$ cat config.mk
export PLATFORM = sky130hd
export DESIGN_NAME = bcd_rtc_block_to_epoch
export DESIGN_NICKNAME = d
export VERILOG_FILES = /design/src/hdl/bcdrtc_pkg.sv /design/src/hdl/bcd_rtc_block_to_epoch.sv
export SDC_FILE = /design/constraint.sdc
export NUM_CORES = 1
export LEC_CHECK = 0
export BUFFER_PORTS_ARGS = -buffer_cell sky130_fd_sc_hd__buf_2
export CAP_MARGIN = 30
export CELL_PAD_IN_SITES_DETAIL_PLACEMENT = 0
export CELL_PAD_IN_SITES_GLOBAL_PLACEMENT = 1
export CORE_UTILIZATION = 48
export CTS_BUF_LIST = sky130_fd_sc_hd__clkbuf_8 sky130_fd_sc_hd__clkbuf_16
export DETAILED_ROUTE_END_ITERATION = 6
export PLACE_DENSITY_LB_ADDON = 0.1
export SETUP_SLACK_MARGIN = 0.02
export SYNTH_ARGS = -nofsm -noshare
export SYNTH_HDL_FRONTEND = slang
export SYNTH_SLANG_ARGS = --single-unit
$ cat constraint.sdc
create_clock -name clock -period 6.14 [get_ports clock]
set_input_delay 0.614 -clock clock [delete_from_list [all_inputs] [get_ports clock]]
set_output_delay 0.614 -clock clock [all_outputs]
set_load 0.1 [all_outputs]
$ cat src/hdl/bcdrtc_pkg.sv
// ----------------------------------------------------------------------------
// RTC time block conversion package
// Shared types, constants and helper functions for the BCD block to epoch
// converter.
// ----------------------------------------------------------------------------
package bcdrtc_pkg;

   // Result codes.
   localparam logic [1:0] OUT_RESTORED  = 2'd0;
   localparam logic [1:0] OUT_NOT_RTC   = 2'd1;
   localparam logic [1:0] OUT_PWR_LOST  = 2'd2;
   localparam logic [1:0] OUT_NOT_SET   = 2'd3;

   // Register indexes on the configuration port.
   localparam logic [1:0] REG_DATE_POS  = 2'd0;
   localparam logic [1:0] REG_FLAG_SEC  = 2'd1;
   localparam logic [1:0] REG_FLAG_MASK = 2'd2;
   localparam logic [1:0] REG_EARLIEST  = 2'd3;

   // Register reset values.
   localparam logic [2:0]  DATE_POS_RST  = 3'd4;
   localparam logic [7:0]  FLAG_MASK_RST = 8'h80;
   localparam logic [11:0] EARLIEST_RST  = 12'd2025;

   // Field masks.
   localparam logic [7:0] SEC_MASK   = 8'h7F;
   localparam logic [7:0] MIN_MASK   = 8'h7F;
   localparam logic [7:0] HOUR_MASK  = 8'h3F;
   localparam logic [7:0] DATE_MASK  = 8'h3F;
   localparam logic [7:0] MONTH_MASK = 8'h1F;

   // Date arithmetic constants.
   localparam logic [11:0] BASE_YEAR    = 12'd2000;
   // Days from 1970-01-01 to 1999-03-01, where the day count of the shifted
   // year index counted from March 1999 starts.
   localparam logic [15:0] DAY_OFFSET   = 16'd10651;
   localparam logic [8:0]  DAYS_IN_YEAR = 9'd365;
   localparam logic [16:0] SECS_PER_DAY = 17'd86400;
   localparam logic [11:0] SECS_PER_HR  = 12'd3600;
   localparam logic [5:0]  SECS_PER_MIN = 6'd60;
   localparam logic [31:0] EPOCH_Y2000  = 32'd946684800;

   // Stage 1: decoded fields and outcome.
   typedef struct packed {
      logic [1:0] outcome;
      logic [6:0] year_idx;
      logic [3:0] month;
      logic [4:0] day;
      logic [4:0] hour;
      logic [5:0] minute;
      logic [5:0] second;
   } stage1_type;

   // Stage 2: day count and seconds within the day.
   typedef struct packed {
      logic [1:0]  outcome;
      logic [15:0] days;
      logic [16:0] day_secs;
   } stage2_type;

   // Stage 3: scaled day count waiting for the final sum.
   typedef struct packed {
      logic [1:0]  outcome;
      logic [31:0] day_part;
      logic [16:0] day_secs;
   } stage3_type;

   // True when both nibbles are decimal digits.
   function automatic logic bcd_digits_ok(input logic [7:0] v);
      return (v[3:0] <= 4'd9) && (v[7:4] <= 4'd9);
   endfunction

   // Binary value of a two-digit BCD byte.
   function automatic logic [6:0] bcd_to_bin(input logic [7:0] v);
      logic [7:0] tens;
      tens = {1'b0, v[7:4], 3'b000} + {3'b000, v[7:4], 1'b0};
      return 7'(tens + {4'd0, v[3:0]});
   endfunction

   // Days from 1 March to the first of the given month, with January and
   // February counted at the end of the shifted year.
   function automatic logic [8:0] month_offset(input logic [3:0] month);
      logic [8:0] off;
      case (month)
         4'd3:    off = 9'd0;
         4'd4:    off = 9'd31;
         4'd5:    off = 9'd61;
         4'd6:    off = 9'd92;
         4'd7:    off = 9'd122;
         4'd8:    off = 9'd153;
         4'd9:    off = 9'd184;
         4'd10:   off = 9'd214;
         4'd11:   off = 9'd245;
         4'd12:   off = 9'd275;
         4'd1:    off = 9'd306;
         4'd2:    off = 9'd337;
         default: off = 9'd0;
      endcase
      return off;
   endfunction

endpackage

$ cat src/hdl/bcd_rtc_block_to_epoch.sv
// A request's result strobe follows after the four pipeline stages: decode,
// day count, day scaling multiply and final sum. One request is accepted in
// every cycle. busy stays low, since the receiver cannot stall.
// Reset clears the pipeline valid bits and returns the registers to their
// reset values.
// ----------------------------------------------------------------------------
// BCD RTC block to Unix epoch converter
// Decodes and checks a BCD time block, picks the power-loss flag, sets the
// result code and, for a restored time, computes the Unix seconds.
// ----------------------------------------------------------------------------
module bcd_rtc_block_to_epoch (
   input  logic        clock,
   input  logic        reset,
   // Configuration port
   input  logic        csr_we,
   input  logic [1:0]  csr_index,
   input  logic [11:0] csr_wdata,
   // Request channel
   input  logic        start,
   output logic        busy,
   input  logic [7:0]  req_sec_byte,
   input  logic [7:0]  req_min_byte,
   input  logic [7:0]  req_hour_byte,
   input  logic [7:0]  req_third_byte,
   input  logic [7:0]  req_fourth_byte,
   input  logic [7:0]  req_month_byte,
   input  logic [7:0]  req_year_byte,
   input  logic [7:0]  req_status_byte,
   input  logic        req_status_read_failed,
   // Result channel
   output logic        rsp_valid,
   output logic [1:0]  rsp_outcome,
   output logic [31:0] rsp_epoch_seconds
);

   // Configuration registers.
   logic [2:0]  date_pos_ff,  date_pos_in;
   logic        flag_sec_ff,  flag_sec_in;
   logic [7:0]  flag_mask_ff, flag_mask_in;
   logic [11:0] earliest_ff,  earliest_in;

   // Pipeline registers.
   logic                   s1_vld_ff, s2_vld_ff, s3_vld_ff;
   bcdrtc_pkg::stage1_type s1_ff, s1_in;
   bcdrtc_pkg::stage2_type s2_ff, s2_in;
   bcdrtc_pkg::stage3_type s3_ff, s3_in;
   logic                   rsp_vld_ff;
   logic [1:0]             rsp_out_ff, rsp_out_in;
   logic [31:0]            rsp_epoch_ff, rsp_epoch_in;

   logic accept;

   assign busy   = 1'b0;
   assign accept = start && !busy;

   // Register writes.
   always_comb begin
      date_pos_in  = date_pos_ff;
      flag_sec_in  = flag_sec_ff;
      flag_mask_in = flag_mask_ff;
      earliest_in  = earliest_ff;
      if (csr_we) begin
         unique case (csr_index)
            bcdrtc_pkg::REG_DATE_POS:  date_pos_in  = csr_wdata[2:0];
            bcdrtc_pkg::REG_FLAG_SEC:  flag_sec_in  = csr_wdata[0];
            bcdrtc_pkg::REG_FLAG_MASK: flag_mask_in = csr_wdata[7:0];
            bcdrtc_pkg::REG_EARLIEST:  earliest_in  = csr_wdata;
            default: ;
         endcase
      end
   end

   always_ff @(posedge clock) begin
      if (reset) begin
         date_pos_ff  <= bcdrtc_pkg::DATE_POS_RST;
         flag_sec_ff  <= 1'b0;
         flag_mask_ff <= bcdrtc_pkg::FLAG_MASK_RST;
         earliest_ff  <= bcdrtc_pkg::EARLIEST_RST;
      end else begin
         date_pos_ff  <= date_pos_in;
         flag_sec_ff  <= flag_sec_in;
         flag_mask_ff <= flag_mask_in;
         earliest_ff  <= earliest_in;
      end
   end

   // Stage 1: mask, check and decode the fields, and settle the outcome.
   always_comb begin
      logic [7:0]  sec_m, min_m, hour_m, date_m, mon_m;
      logic [6:0]  sec_b, min_b, hour_b, date_b, mon_b, year_b;
      logic        blk_ok, lost;
      logic [11:0] year_full;
      logic        early_month;

      sec_m  = req_sec_byte & bcdrtc_pkg::SEC_MASK;
      min_m  = req_min_byte & bcdrtc_pkg::MIN_MASK;
      hour_m = req_hour_byte & bcdrtc_pkg::HOUR_MASK;
      date_m = ((date_pos_ff == 3'd3) ? req_third_byte : req_fourth_byte)
               & bcdrtc_pkg::DATE_MASK;
      mon_m  = req_month_byte & bcdrtc_pkg::MONTH_MASK;

      sec_b  = bcdrtc_pkg::bcd_to_bin(sec_m);
      min_b  = bcdrtc_pkg::bcd_to_bin(min_m);
      hour_b = bcdrtc_pkg::bcd_to_bin(hour_m);
      date_b = bcdrtc_pkg::bcd_to_bin(date_m);
      mon_b  = bcdrtc_pkg::bcd_to_bin(mon_m);
      year_b = bcdrtc_pkg::bcd_to_bin(req_year_byte);

      blk_ok = bcdrtc_pkg::bcd_digits_ok(sec_m)  && (sec_b  <= 7'd59) &&
               bcdrtc_pkg::bcd_digits_ok(min_m)  && (min_b  <= 7'd59) &&
               bcdrtc_pkg::bcd_digits_ok(hour_m) && (hour_b <= 7'd23) &&
               bcdrtc_pkg::bcd_digits_ok(date_m) && (date_b >= 7'd1) &&
               (date_b <= 7'd31) &&
               bcdrtc_pkg::bcd_digits_ok(mon_m)  && (mon_b  >= 7'd1) &&
               (mon_b <= 7'd12) &&
               bcdrtc_pkg::bcd_digits_ok(req_year_byte);

      if (flag_sec_ff)
         lost = (req_sec_byte & flag_mask_ff) != 8'd0;
      else
         lost = req_status_read_failed || ((req_status_byte & flag_mask_ff) != 8'd0);

      year_full = bcdrtc_pkg::BASE_YEAR + {5'd0, year_b};

      if (!blk_ok && !lost)
         s1_in.outcome = bcdrtc_pkg::OUT_NOT_RTC;
      else if (lost)
         s1_in.outcome = bcdrtc_pkg::OUT_PWR_LOST;
      else if (year_full < earliest_ff)
         s1_in.outcome = bcdrtc_pkg::OUT_NOT_SET;
      else
         s1_in.outcome = bcdrtc_pkg::OUT_RESTORED;

      // Year index counted from the March-based year 1999.
      early_month    = (mon_b <= 7'd2);
      s1_in.year_idx = year_b + 7'd1 - {6'd0, early_month};
      s1_in.month    = mon_b[3:0];
      s1_in.day      = date_b[4:0];
      s1_in.hour     = hour_b[4:0];
      s1_in.minute   = min_b[5:0];
      s1_in.second   = sec_b[5:0];
   end

   // Stage 2: day count since 1970 and seconds within the day.
   always_comb begin
      logic [15:0] yr_days;
      logic [4:0]  leap_days;
      logic [16:0] hr_secs;
      logic [11:0] mn_secs;

      yr_days   = 16'(s1_ff.year_idx * bcdrtc_pkg::DAYS_IN_YEAR);
      leap_days = 5'(({1'b0, s1_ff.year_idx} + 8'd3) >> 2);
      s2_in.outcome = s1_ff.outcome;
      s2_in.days    = yr_days + {11'd0, leap_days}
                      + {7'd0, bcdrtc_pkg::month_offset(s1_ff.month)}
                      + {11'd0, s1_ff.day} - 16'd1 + bcdrtc_pkg::DAY_OFFSET;
      hr_secs = 17'(s1_ff.hour * bcdrtc_pkg::SECS_PER_HR);
      mn_secs = 12'(s1_ff.minute * bcdrtc_pkg::SECS_PER_MIN);
      s2_in.day_secs = hr_secs + {5'd0, mn_secs} + {11'd0, s1_ff.second};
   end

   // Stage 3: scale the day count to seconds.
   always_comb begin
      s3_in.outcome  = s2_ff.outcome;
      s3_in.day_part = 32'(s2_ff.days * bcdrtc_pkg::SECS_PER_DAY);
      s3_in.day_secs = s2_ff.day_secs;
   end

   // Stage 4: final sum; the epoch reads as zero unless the time is restored.
   always_comb begin
      rsp_out_in = s3_ff.outcome;
      if (s3_ff.outcome == bcdrtc_pkg::OUT_RESTORED)
         rsp_epoch_in = s3_ff.day_part + {15'd0, s3_ff.day_secs};
      else
         rsp_epoch_in = 32'd0;
   end

   // Valid bits.
   always_ff @(posedge clock) begin
      if (reset) begin
         s1_vld_ff  <= 1'b0;
         s2_vld_ff  <= 1'b0;
         s3_vld_ff  <= 1'b0;
         rsp_vld_ff <= 1'b0;
      end else begin
         s1_vld_ff  <= accept;
         s2_vld_ff  <= s1_vld_ff;
         s3_vld_ff  <= s2_vld_ff;
         rsp_vld_ff <= s3_vld_ff;
      end
   end

   // Payload registers.
   always_ff @(posedge clock) begin
      s1_ff        <= s1_in;
      s2_ff        <= s2_in;
      s3_ff        <= s3_in;
      rsp_out_ff   <= rsp_out_in;
      rsp_epoch_ff <= rsp_epoch_in;
   end

   assign rsp_valid         = rsp_vld_ff;
   assign rsp_outcome       = rsp_out_ff;
   assign rsp_epoch_seconds = rsp_epoch_ff;

`ifndef SYNTH
   // Every accepted request produces its result strobe once it has passed the pipeline.
   a_latency: assert property (@(posedge clock) disable iff (reset)
      accept |-> ##4 rsp_valid)
      else $error("result strobe missing four cycles after a request");

   // No result appears without a matching earlier request.
   a_no_spurious: assert property (@(posedge clock) disable iff (reset)
      !accept |-> ##4 !rsp_valid)
      else $error("result strobe without a matching request");

   // A result that is not restored carries a zero epoch.
   a_epoch_zero: assert property (@(posedge clock) disable iff (reset)
      rsp_valid && (rsp_outcome != bcdrtc_pkg::OUT_RESTORED)
      |-> rsp_epoch_seconds == 32'd0)
      else $error("non-zero epoch on a result that is not restored");

   // A restored time lies no earlier than the start of the year 2000.
   a_epoch_floor: assert property (@(posedge clock) disable iff (reset)
      rsp_valid && (rsp_outcome == bcdrtc_pkg::OUT_RESTORED)
      |-> rsp_epoch_seconds >= bcdrtc_pkg::EPOCH_Y2000)
      else $error("restored epoch earlier than the year 2000");
`endif

endmodule

# ---- Word-level counts from Yosys, hierarchy flattened
# Memories as Yosys holds them, arrays and structs flattened. A register that Yosys moved wholly into a read port is not among the register bits.
# Cells that the tools add are included.
dict set report word_totals {
  output_inout_bits 36
  input_bits 83
  wordCells 112
  memories 1
  regBits 172
  mem_bits_ro 144
}
# memory words word_bits rd rd_ports_with_merged_regs write_ports line_no
set memory_table {}
lappend memory_table {{(name not given)} 16 9 1 1 0 bcdrtc_pkg.sv:84} ;# case (month)
dict set report classes {
  eq_ne 4
  n_reduce_logical 30
  n_mul 4
  add_sub_neg 24
  mux 4
  order_cmp 21
  n_bitwise 2
}
# op count
set op_table {}
lappend op_table {{16-bit by 5-bit adder with 16-bit output} 2}
lappend op_table {{32-bit by 17-bit adder with 32-bit output} 1}
lappend op_table {{6-bit by 4-bit adder with 7-bit output} 4}
lappend op_table {{4-bit less-or-equal comparator (second input constant)} 7}
lappend op_table {{16-bit by 10-bit multiplier with 25-bit output (second input constant)} 1}
lappend op_table {{7-bit by 4-bit adder with 7-bit output} 3}
lappend op_table {{1-bit logical AND} 19}
lappend op_table {{17-bit by 12-bit adder with 17-bit output} 1}
lappend op_table {{17-bit by 6-bit adder with 17-bit output} 1}
lappend op_table {{16-bit by 14-bit adder with 16-bit output (second input constant)} 1}
lappend op_table {{16-bit by 9-bit adder with 16-bit output} 1}
lappend op_table {{8-bit bitwise AND} 2}
lappend op_table {{7-bit by 9-bit multiplier with 16-bit output (second input constant)} 1}
lappend op_table {{8-bit nonzero test} 2}
lappend op_table {{16-bit by 1-bit subtractor with 16-bit output (second input constant)} 1}
lappend op_table {{7-bit by 5-bit less-or-equal comparator with 1-bit output (second input constant)} 2}
lappend op_table {{7-bit by 6-bit less-or-equal comparator with 1-bit output (second input constant)} 2}
lappend op_table {{5-bit by 8-bit multiplier with 13-bit output (second input constant)} 1}
lappend op_table {{11-bit by 7-bit adder with 12-bit output (first input constant)} 1}
lappend op_table {{5-bit by 3-bit adder with 6-bit output} 2}
lappend op_table {{12-bit < comparator} 1}
lappend op_table {{6-bit by 4-bit multiplier with 10-bit output (second input constant)} 1}
lappend op_table {{2-bit by 4-bit less-or-equal comparator with 1-bit output (second input constant)} 2}
lappend op_table {{3-bit by 4-bit less-or-equal comparator with 1-bit output (second input constant)} 2}
lappend op_table {{21 further kinds} 28}

# ---- Logic depth before layout (Yosys ltp)
# Gate-level depths: netlist (run 1).
dict set report logic_depth {
  depth_word 17
  mapped_depth 21
  depth_no_buf 21
}

# ---- Least setup slack after synthesis (run 1)
# Ideal clock, no wire load.
dict set report synth_timing {
  kind {flip-flop to flip-flop}
  start {register s1_ff[26] in the netlist's numbering}
  end {register s2_ff[29] in the netlist's numbering}
  t_arrival_ps 4756
  n_path_buf 0
  setup_ps 72
  slack_ps 1312
  t_required_ps 6068
  period_less_slack_ps 4828
  stages_incl_launch_ff 22
  path_cell_list {dfxtp_1 -> inv_1 -> ha_1 -> nand2b_1 -> xnor2_1 -> fa_1 -> ha_1 -> ha_1 -> fa_1 -> inv_1 -> fa_1 -> inv_1 -> ha_1 -> inv_1 -> fa_1 -> nor2b_1 -> o31a_1 -> o211ai_1 -> a21oi_1 -> o21ai_0 -> nor2b_1 -> xnor2_1}
}
# item line_no
set synth_rtl {}
lappend synth_rtl {{start: declaration} bcd_rtc_block_to_epoch.sv:44} ;# bcdrtc_pkg::stage1_type s1_ff, s1_in;
lappend synth_rtl {{start signal: assignment} bcd_rtc_block_to_epoch.sv:195} ;# s1_ff <= s1_in;
lappend synth_rtl {{end signal: assignment} bcd_rtc_block_to_epoch.sv:196} ;# s2_ff <= s2_in;
lappend synth_rtl {{end: declaration} bcd_rtc_block_to_epoch.sv:45} ;# bcdrtc_pkg::stage2_type s2_ff, s2_in;

==> results summary, run 1 <==
The sink count of the clock tree is about 180. The final routed DRC violation total came out at 0. The number of nets produced by synthesis is ~1700. The total core area is approximately 27000 um^2. The number of gates given a new drive strength after cts came out at 0.

The final period utilization came out at 0.865. The number of search-and-repair iterations in the first detailed-routing pass is 5. Synthesis produced 1317 cells. The post-detailed-route via-to-cell ratio came out at around 4.9.

The first global-routing pass estimated roughly 42000 um of wire. The initial antenna violation count came out at 0. The slew of the pin with the lowest slew margin is 0.681 ns. The starting density of the core is 0.489. The number of clock buffers inserted by TritonCTS came out at 17.

The max-slew violation total from the final report is 0. Of the synthesized area, sequential elements account for 0.276. Among all flip-flop cells after synthesis, the most frequent one is sky130_fd_sc_hd__dfxtp_1. After legalization and detailed placement, the total HPWL measured 20800 um.

The routed wire length came out at around 25000 um. The nature of the critical path endpoint is a flop. TritonCTS built the clock tree. Data arrives at the worst endpoint at 5.67 ns. Relative to the synthesized area, the layout overhead comes to 11.8%. The area enclosed by the die boundary is between 20000 and 30000 um^2. The startpoint of the lowest-slack register-to-register path is s1_ff[26]$_DFF_P_.

After detailed routing, the average wire length per cell comes to about 14 um. The maximum number of pins on one net before global-route repair came out at 29. Leaving out fill and tap cells, the most frequent cell in the layout is sky130_fd_sc_hd__ha_1. The number of distinct library cell variants in the gate-level netlist after synthesis came out at about 70. A synthesized cell averages 9.98 um^2.

The quantity of I/O buffers inserted on ports is 107. The cell with the biggest individual delay on the critical path is sky130_fd_sc_hd__dfxtp_1. The die is between 150 and 200 um wide. The worst setup path is launched from a flop. The number of cells in the finished layout apart from fillers is between 1500 and 2000. The hold buffer count at cts is 0. The level count of the clock H-tree is 4. The net count of the finished layout is roughly 1900. The number of endpoints failing setup at the final stage came out at 0. The flow ran to the end, and the final reports show no timing, DRC or antenna violations.

The least setup slack across all paths after layout is 0.831 ns. Counting I/O delays and the setup requirement, the final critical path takes around 5.3 ns. After filler insertion, the fill cell instance count of the layout stands at about 2500. The source of the worst hold timing path is req_hour_byte[0]. The placement-stage worst setup slack is approximately 0.87 ns. In this run the remaining antenna-violating nets after routing total 0. The Yosys warning count is 0.

The critical path's most frequent cell is sky130_fd_sc_hd__fa_1. The residual overflow from global routing is 0. The floorplan row count came out at 60. The die is 167 um tall. The final hold violation count came out at 0. The maximum net fanout on the critical path is 9.

Setup total negative slack on the finished layout was measured at 0 ns. Static timing analysis puts the maximum clock frequency at around 0.19 GHz. The clock transition at the registers of the reported paths came out at 0.07 ns. The signal on the critical path passes through inv_1 -> ha_1 -> nand2b_1 -> xnor2_1 -> fa_1 -> ha_1 -> inv_1 -> fa_1 -> fa_1 -> inv_1 -> fa_1 -> ha_1 -> a211oi_1 -> o21a_1 -> nor3_1 -> nor4b_1 -> o21bai_1 -> a21oi_1 -> xnor2_1. On the worst path, the slowest cell contributes a delay of 0.56 ns. The endpoint required time on the critical path is about 6.5 ns. The count of routing violations after the opening detailed-route iteration is between 200 and 300.

The number of enable-type register cells in the synthesized netlist came out at 0. In the synthesized netlist the async set-or-reset flop fraction comes to 0. The critical path launch point is s1_ff[26]$_DFF_P_.

By area the synthesized netlist is led by sky130_fd_sc_hd__dfxtp_1 (28%), sky130_fd_sc_hd__ha_1 (24%), sky130_fd_sc_hd__fa_1 (14%), sky130_fd_sc_hd__inv_1 (6.5%), sky130_fd_sc_hd__xnor2_1 (4.3%). The detailed router placed a little under 9000 vias in this run. The worst slew margin relative to its limit came out at 0.545. The worst setup path is of the flop to flop kind. sky130_fd_sc_hd__dfxtp_1 takes more of the synthesized area than any other cell. The proportion of netlist area held by the largest area contributor came out at 0.276. In the global route stage, overall resource usage came out at 0.184. The area of the mapped netlist is 13100 um^2. The number of setup buffers added after CTS is 0. The repair_antennas step left the layout with diodes totalling 0.

Max-cap violations in this run came to 0. The tightest min-delay check is of the input port to flop type. The clock reaches the later pin of the worst-skew pair after ~0.44 ns. The number of placed instances, taps included, is 1753. The via count of the first global-routing pass came out at roughly 8900. The maximum buffer depth of the clock tree came out at 2. The post-layout utilization of the core is 0.547. The flop and latch count out of synthesis came out at 181. The clock root buffer is sky130_fd_sc_hd__clkbuf_16.

In the layout the commonest cells are sky130_fd_sc_hd__ha_1 (252), sky130_fd_sc_hd__inv_1 (229), sky130_fd_sc_hd__dfxtp_1 (181), sky130_fd_sc_hd__buf_2 (107), sky130_fd_sc_hd__fa_1 (89). Of the cells placed in the final design, the portion with a size suffix greater than 1 is 0.115. The number of top-level pins came out at roughly 120. Setup repair after global routing left no endpoint under its margin.

For the final database, setup skew stands at about 0.016 ns. The final RePlAce weighted congestion came out at ~0.83.
worst max-delay path, delay by kind of cell (launching register included):
family	cells	cell delay, ns
DFF	1	0.56
xor gates and xnor gates	2	0.33
buffers and inverters	3	0.22
AOI/OAI and AO/OA	4	0.91
adders and majority gates	7	2.66
and+or+nand+nor	3	0.57
through the flow:
| stage | hold slack, ns | area [um^2] |
|---|---|---|
| after global routing | 0.260 | 14700 |
| final | 0.282 | 14700 |
| after CTS | 0.266 | 14700 |
| after floorplan | 0.310 | 13100 |
| after detailed placement | 0.312 | 14100 |
| after global placement | 0.310 | 14100 |
final cells by class:
class,count,area [um^2],area share
Timing Repair Buffer,108,543,0.0370
Multi-Input combinational cell,894,8610,0.586
Sequential cell,181,3620,0.247
Clock inverter,15,205,0.0140
Inverter,229,860,0.0585
Tap cell,341,427,0.0290
Clock buffer,17,425,0.0290
synth_stat cells, types with 3 or more instances:
cell type and instances:
sky130_fd_sc_hd__o21ai_0 32, sky130_fd_sc_hd__and2_1 8, sky130_fd_sc_hd__a31oi_1 5, sky130_fd_sc_hd__nor2_1 63, sky130_fd_sc_hd__nand3_1 10, sky130_fd_sc_hd__nor3_1 13
sky130_fd_sc_hd__a211o_1 10, sky130_fd_sc_hd__nand4_1 8, sky130_fd_sc_hd__nor3b_1 7, sky130_fd_sc_hd__dfxtp_1 181, sky130_fd_sc_hd__inv_1 229, sky130_fd_sc_hd__and3_1 5
sky130_fd_sc_hd__o21bai_1 7, sky130_fd_sc_hd__a21oi_1 66, sky130_fd_sc_hd__ha_1 252, sky130_fd_sc_hd__o21a_1 11, sky130_fd_sc_hd__mux2_2 6, sky130_fd_sc_hd__mux2i_1 11
sky130_fd_sc_hd__nand2_1 48, sky130_fd_sc_hd__a22o_1 4, sky130_fd_sc_hd__o211ai_1 10, sky130_fd_sc_hd__or2_2 6, sky130_fd_sc_hd__a21o_1 27, sky130_fd_sc_hd__xor2_1 29
sky130_fd_sc_hd__o22ai_1 3, sky130_fd_sc_hd__fa_1 89, sky130_fd_sc_hd__nor4b_1 3, sky130_fd_sc_hd__nor4_1 4, sky130_fd_sc_hd__xnor2_1 65, sky130_fd_sc_hd__o31a_1 4
sky130_fd_sc_hd__nor2b_1 16, sky130_fd_sc_hd__o2111ai_1 6, sky130_fd_sc_hd__nand2b_1 12, sky130_fd_sc_hd__or4_1 4, sky130_fd_sc_hd__or3_1 5, sky130_fd_sc_hd__a21boi_0 3
sky130_fd_sc_hd__clkbuf_1 11, sky130_fd_sc_hd__a211oi_1 5
registers in the layout, indices dropped and copies added, names as in the netlist, named ones only:
signal / cells
date_pos_ff: 3
earliest_ff: 12
flag_mask_ff: 8
flag_sec_ff: 1
rsp_epoch_seconds: 32
rsp_out_in: 2
rsp_outcome: 2
rsp_valid: 1
s1_ff: 31
s1_vld_ff: 1
s2_ff: 35
s2_vld_ff: 1
s3_ff: 42
s3_vld_ff: 1
cell families after synthesis:
group           Yosys count  synth area share
buf+inv                 242            0.0694
other cells               1          0.000285
xor+xnor                 95            0.0639
fa+ha+maj               341             0.375
compound gates          219             0.113
mux                      20            0.0180
simple gates            218            0.0841
flops                   181             0.276
path summary, 6_finish.rpt:
kind / to / slack [ns] / cells after the start
min reg2reg: s3_ff[0]$_DFF_P_ / 0.33 / 0
max: s2_ff[32]$_DFF_P_ / 0.83 / 19
max reg2reg: s2_ff[32]$_DFF_P_ / 0.83 / 19
min: s1_ff[12]$_DFF_P_ / 0.28 / 1
layer usage:
metal,track usage,wire [um]
met5,0,0
met4,0.0483,257
met3,0.0234,575
met2,0.327,11700
met1,0.235,12000
Power of run 1 is left out: the tool's default activity adds up to more than one toggle a clock period on the data nets, which glitch-free logic cannot reach.
==> run 2, diff against run 1 <==
--- a/config.mk
+++ b/config.mk
@@ -9,11 +9,12 @@
 export CAP_MARGIN = 30
 export CELL_PAD_IN_SITES_DETAIL_PLACEMENT = 0
 export CELL_PAD_IN_SITES_GLOBAL_PLACEMENT = 1
-export CORE_UTILIZATION = 48
-export CTS_BUF_LIST = sky130_fd_sc_hd__clkbuf_8 sky130_fd_sc_hd__clkbuf_16
+export CORE_UTILIZATION = 49
+export CTS_BUF_LIST = sky130_fd_sc_hd__clkbuf_8
 export DETAILED_ROUTE_END_ITERATION = 6
 export PLACE_DENSITY_LB_ADDON = 0.1
 export SETUP_SLACK_MARGIN = 0.02
+export SKIP_CTS_REPAIR_TIMING = 1
 export SYNTH_ARGS = -nofsm -noshare
 export SYNTH_HDL_FRONTEND = slang
 export SYNTH_SLANG_ARGS = --single-unit
==> run 2 against run 1 <==
The run now ends with design-rule violations left. Sequential share of layout area increased by 0.28 points. Largest cell class unchanged. Fmax rose by 0.44%. Clock skew increased by 0.012 ns. Highest routed layer unchanged. Critical path depth unchanged. Non-clock buffer count unchanged. Count of clock-buffer cells in the layout did not move. Core utilization grew 0.76 points. First-iteration DRC count is 62% higher.
==> results summary, run 2 (synthesized netlist as in run 1, its figures left out) <==
The flow ran to the end, but the final reports show violations. The final reports fail on design-rule violations. The number of cells on the worst hold path came out at 1.

Clock skew on the completed layout was measured at ~0.028 ns. The arrival time reported for the critical path endpoint came out at 5.70 ns. The slew of the pin with the lowest slew margin came out at a little under 0.7 ns. The initial antenna violation count came out at 0. The final RePlAce weighted congestion is ~0.83. Setup slack on the critical path of the routed design comes to between 0.8 and 0.9 ns. The source of the worst hold timing path is req_hour_byte[0]. The worst slew margin relative to its limit came out at 0.542. Traced cell by cell, the critical path runs through inv_1 -> ha_1 -> nand2b_1 -> xnor2_1 -> fa_1 -> ha_1 -> inv_1 -> fa_1 -> fa_1 -> inv_1 -> fa_1 -> ha_1 -> a211oi_1 -> o21a_1 -> nor3_1 -> nor4b_1 -> o21bai_1 -> a21oi_1 -> xnor2_1. The HPWL after detailed placement came out at 20900 um. The maximum cell stage delay along the critical path is ~0.6 ns. The number of nets with antenna violations after routing came out at 0.

The detailed-route via count came out at 8797. The setup path with the least slack is of type flop to flop. The maximum buffer depth of the clock tree is 2.

The count of buffering cells on the critical path with inverters included is 3. Input and output buffers added on the ports amount to ~110. Once layout is complete, the utilization of the core stands at 0.554. The clock drives 181 sinks. For this run, the detailed router's first-pass iteration total came to 7. The width of the die came out at 166 um.

The final hold violation count is 0. The vertical die dimension is 166 um. The later pin in the worst-skew pair is clocked with a latency of 0.49 ns. Compared with the post-synthesis result, the final layout area differs by 10.5%. The via count of the first global-routing pass is 8870. The final non-filler cell area is roughly 15000 um^2. The number of clock buffers inserted by TritonCTS came out at 17.

The final period utilization is 0.861. The endpoint required time on the critical path is around 6.6 ns. After clock tree synthesis, the clock-pin slew on the worst setup and hold paths is about 0.12 ns.

Once placement finished, the instance area stood at between 10000 and 15000 um^2. The first routing iteration left roughly 430 violations. The placement-stage worst setup slack came out at 0.878 ns. The critical path launch point is s1_ff[26]$_DFF_P_.

For this run the aggregate overflow at the end of global routing stands at 0. The max-cap check violation count is 0. The max-slew violation total from the final report was 0. STA classifies the critical path endpoint as a flop. The highest clock rate is about 0.19 GHz. Among all stages on the critical path, the largest delay is contributed by sky130_fd_sc_hd__dfxtp_1. The filler cell count in the final layout is approximately 2400.

The flip-flop count of the largest register after layout came out at 42. The floorplan row count came out at 59. The root buffer cell chosen for the clock tree is sky130_fd_sc_hd__clkbuf_8. The global-route wire length before repair is about 42000 um. The level count of the clock H-tree is 4. The starting density of the core came out at 0.502. The post-detailed-route via-to-cell ratio came out at between 4 and 5. The net count of the finished layout is between 1500 and 2000. Summed over all failing endpoints, the final setup total negative slack is 0 ns. The maximum number of pins on one net before global-route repair came out at 29. The clock tree from TritonCTS is built. The wire length per cell after detailed routing is roughly 14 um.

The routed wire length came out at about 25000 um. The clock period could shrink to 5.29 ns. 119 I/O pins were placed. By instance count, the cell type seen most on the critical path is sky130_fd_sc_hd__fa_1. The dominant delay contributor by cell family on the critical path is adder cells. Across every metal layer, demand over resource in global routing totals 0.190.

The area enclosed by the die boundary came out at about 27000 um^2. The worst register-to-register path ends at s2_ff[32]$_DFF_P_. Setup repair after global routing left no endpoint under its margin. In the layout the commonest cells are sky130_fd_sc_hd__ha_1 (252), sky130_fd_sc_hd__inv_1 (229), sky130_fd_sc_hd__dfxtp_1 (181), sky130_fd_sc_hd__buf_2 (107), sky130_fd_sc_hd__fa_1 (89). The number of endpoints failing setup at the final stage is 0.

The worst setup path is launched from a flop. More flip-flops sit in one register than any other, and that register is s3_ff. In the final layout, the share of cells above drive strength 1 is 0.115.

The total core area is between 20000 and 30000 um^2. The slack of the worst reg-to-reg path is approximately 0.85 ns. The maximum net fanout on the critical path is 9. The worst hold path class is input port to flop. The number of cells on the worst reg-to-reg path is 19. The startpoint identified for the worst register-to-register timing path is s1_ff[26]$_DFF_P_.

Leaving out fill and tap cells, the most frequent cell in the layout is sky130_fd_sc_hd__ha_1. The antenna cell count is 0. For hold timing, the worst endpoint is s1_ff[12]$_DFF_P_. The final routed DRC violation total came out at 8.
run 2: routing by layer:
metal  track usage  up-vias  part of all wire
met3        0.0238       12             0.024
met4        0.0427        0            0.0059
met2         0.333      115              0.48
met1         0.251     4021              0.49
li1              -     4649                 -
met5             0        -                 0
run 2: layout make-up:
type	count	area, um^2	share of cell area
inverters	229	860	0.0592
clock buffers	17	234	0.0161
repair buffers	108	547	0.0376
clock inverters	15	233	0.0160
flip-flops and latches	181	3620	0.250
well taps	335	419	0.0289
multi-input cells	894	8610	0.593
run 2: per-stage QoR:
stage,hold WS (ns),std cells
after global routing,0.205,1779
after detailed placement,0.312,1747
after global placement,0.311,1746
after floorplan,0.310,1317
after CTS,0.203,1779
final,0.233,1779
run 2: how the worst max path moves through the flow:
stage / endpoint / cells after the start
2_1_floorplan: s2_ff[29]$_DFF_P_ / 21
3_3_place_gp: s2_ff[32]$_DFF_P_ / 19
3_5_place_dp: s2_ff[31]$_DFF_P_ / 21
4_1_cts: s2_ff[31]$_DFF_P_ / 21
5_1_grt: s2_ff[32]$_DFF_P_ / 19
6_report: s2_ff[32]$_DFF_P_ / 19
Power of run 2 is left out for the same reason.
==> run 3, diff against run 2 <==
--- a/config.mk
+++ b/config.mk
@@ -10,8 +10,9 @@
 export CELL_PAD_IN_SITES_DETAIL_PLACEMENT = 0
 export CELL_PAD_IN_SITES_GLOBAL_PLACEMENT = 1
 export CORE_UTILIZATION = 49
-export CTS_BUF_LIST = sky130_fd_sc_hd__clkbuf_8
+export CTS_BUF_LIST = sky130_fd_sc_hd__clkbuf_4 sky130_fd_sc_hd__clkbuf_8
 export DETAILED_ROUTE_END_ITERATION = 6
+export MAX_ROUTING_LAYER = met4
 export PLACE_DENSITY_LB_ADDON = 0.1
 export SETUP_SLACK_MARGIN = 0.02
 export SKIP_CTS_REPAIR_TIMING = 1
==> run 3 against run 2 <==
The run still ends with design-rule violations left. Die area unchanged. Setup slack about the same. Critical path depth unchanged. Highest routed layer unchanged. Fmax about the same. Core utilization unchanged. Wire length about the same. Flip-flop and latch count unchanged. Count of clock-buffer cells in the layout unchanged. Global-route usage up 0.59 points. First-iteration DRC count up 0.47%.
==> results summary, run 3 (synthesized netlist as in run 1, its figures left out) <==
The maximum number of pins on one net before global-route repair came out at 29. The final non-filler cell area is around 15000 um^2. The via count of the first global-routing pass was roughly 8900. The most frequent standard cell in the layout excluding fill and tap cells is sky130_fd_sc_hd__ha_1. The max-slew violation total from the final report is 0. For this run, the top clock speed supported by timing is between 0.15 and 0.2 GHz. The number of top-level pins is roughly 120.

For this run, the detailed router's first-pass iteration total came to 7. Relative to the synthesized area, the layout overhead comes to 10.5%. The routed layout has between 8000 and 9000 vias. TritonCTS built the clock tree. The startpoint of the lowest-slack register-to-register path is s1_ff[26]$_DFF_P_.

The residual overflow from global routing is 0. The width of the die came out at around 170 um. The path depth of the worst reg2reg path is 19. Data on the critical path arrives at its endpoint at about 5.7 ns. The slack of the worst reg-to-reg path came out at between 0.8 and 0.9 ns.

The final routed DRC violation total is 8. The congestion estimate from routability-driven global placement came to around 0.84. The initial antenna violation count was 0. The setup TNS came out at 0 ns. The clock transition at the registers of the reported paths came out at approximately 0.12 ns. The max-cap check violation count is 0. The post-detailed-route via-to-cell ratio came out at 4.95. The count of routing violations after the opening detailed-route iteration is around 430. The worst pin sits at a relative slew slack of 0.542. The floorplan row count is 59.

The count of nets left with antenna violations once routing finished came out at 0. The total placed instance area is approximately 14000 um^2. In this run the tool buffered the top-level ports with 107 buffer cells.

The tree is rooted in a sky130_fd_sc_hd__clkbuf_8. The flip-flop count of the largest register after layout came out at 42. The clock drives ~180 sinks. In this run the worst hold path is classified as input port to flop. The maximum buffer depth of the clock tree is 2.

The die is between 150 and 200 um tall. The clock network latency to the later pin of the worst-skew pair came out at just under 0.5 ns. The global-route wire length before repair is between 40000 and 50000 um. The starting density of the core came out at 0.502. The worst setup path is of the flop to flop kind. The number of clock buffers inserted by TritonCTS came out at 17. The area enclosed by the die boundary came out at about 27000 um^2. The worst reg2reg path endpoint is s2_ff[32]$_DFF_P_. The wire length per cell after detailed routing came out at ~14 um. The final period utilization is 0.861. The worst setup path is launched from a flop. The layout cell share with drive strength beyond 1 came out at 0.115. Detailed placement finished with a half-perimeter wire length of 20900 um. The worst setup path is captured at a flop. The startpoint identified for the worst hold timing path is req_hour_byte[0]. The global-route usage over all layers is 0.196. Setup violations remaining at the end of the flow were counted as 0. The run finished, with violations left. The antenna cell count came out at 0.

The routed design could run at a clock period as short as between 5 and 6 ns. The final hold violation count is 0. Wires add up to 24800 um. The core region is between 20000 and 30000 um^2. The slew of the pin with the lowest slew margin came out at slightly below 0.7 ns. Ranked by flip-flop count, first place goes to s3_ff.

The checks that failed: design-rule violations. The H-tree was split into 4 levels. Along the worst path, the maximum fanout reaches 9. The path with the worst hold slack has its endpoint at s1_ff[12]$_DFF_P_.

On the final layout, the worst hold slack is roughly 0.24 ns. Setup repair after global routing left no endpoint under its margin. Counting instances, the worst hold path has a depth of 1. The endpoint required time on the critical path came out at 6.55 ns. The net count of the finished layout is between 1500 and 2000. The library cells used most frequently in the layout, excluding fill and tap cells, are sky130_fd_sc_hd__ha_1 (252), sky130_fd_sc_hd__inv_1 (229), sky130_fd_sc_hd__dfxtp_1 (181), sky130_fd_sc_hd__buf_2 (107), sky130_fd_sc_hd__fa_1 (89).

The final clock skew came out at about 0.03 ns.
## run 3: worst max path at each step
stage	depth (start not counted)	to	slack, ns	startpoint
after floorplan	21	s2_ff[29]$_DFF_P_	1.31	s1_ff[26]$_DFF_P_
after global placement	19	s2_ff[32]$_DFF_P_	0.94	s1_ff[26]$_DFF_P_
after detailed placement	21	s2_ff[31]$_DFF_P_	0.88	s1_ff[26]$_DFF_P_
after CTS	21	s2_ff[31]$_DFF_P_	0.83	s1_ff[26]$_DFF_P_
after global routing	19	s2_ff[32]$_DFF_P_	0.49	s1_ff[26]$_DFF_P_
final	19	s2_ff[32]$_DFF_P_	0.85	s1_ff[26]$_DFF_P_
## run 3: routing by layer
metal  up-vias  part of all wire  global-route usage
met5         -                 0                   -
met4         0            0.0065              0.0427
li1       4649                 -                   -
met2       121              0.48               0.333
met3        13             0.023              0.0224
met1      4017              0.49               0.252
## run 3: final cells by class
class,count,area [um^2]
Fill cell,2381,11700
Clock inverter,15,233
Sequential cell,181,3620
Clock buffer,17,234
Multi-Input combinational cell,894,8610
Inverter,229,860
Timing Repair Buffer,108,547
Tap cell,335,419
## run 3: metrics by stage
stage               instances  utilization  setup WS, ns
finish                   1779        0.554         0.855
global route             1779        0.554         0.488
CTS                      1779        0.554         0.831
detailed placement       1747        0.536         0.878
global placement         1746        0.536         0.939
floorplan                1317            -          1.31
## run 3: critical path, stage by stage, from the launching register on
cell and delay, ns:
sky130_fd_sc_hd__dfxtp_1 0.60, sky130_fd_sc_hd__inv_1 0.09, sky130_fd_sc_hd__ha_1 0.23, sky130_fd_sc_hd__nand2b_1 0.17
sky130_fd_sc_hd__xnor2_1 0.20, sky130_fd_sc_hd__fa_1 0.44, sky130_fd_sc_hd__ha_1 0.20, sky130_fd_sc_hd__inv_1 0.07
sky130_fd_sc_hd__fa_1 0.43, sky130_fd_sc_hd__fa_1 0.49, sky130_fd_sc_hd__inv_1 0.05, sky130_fd_sc_hd__fa_1 0.49
sky130_fd_sc_hd__ha_1 0.34, sky130_fd_sc_hd__a211oi_1 0.36, sky130_fd_sc_hd__o21a_1 0.21, sky130_fd_sc_hd__nor3_1 0.07
sky130_fd_sc_hd__nor4b_1 0.36, sky130_fd_sc_hd__o21bai_1 0.12, sky130_fd_sc_hd__a21oi_1 0.19, sky130_fd_sc_hd__xnor2_1 0.13
Power of run 3 is left out for the same reason.
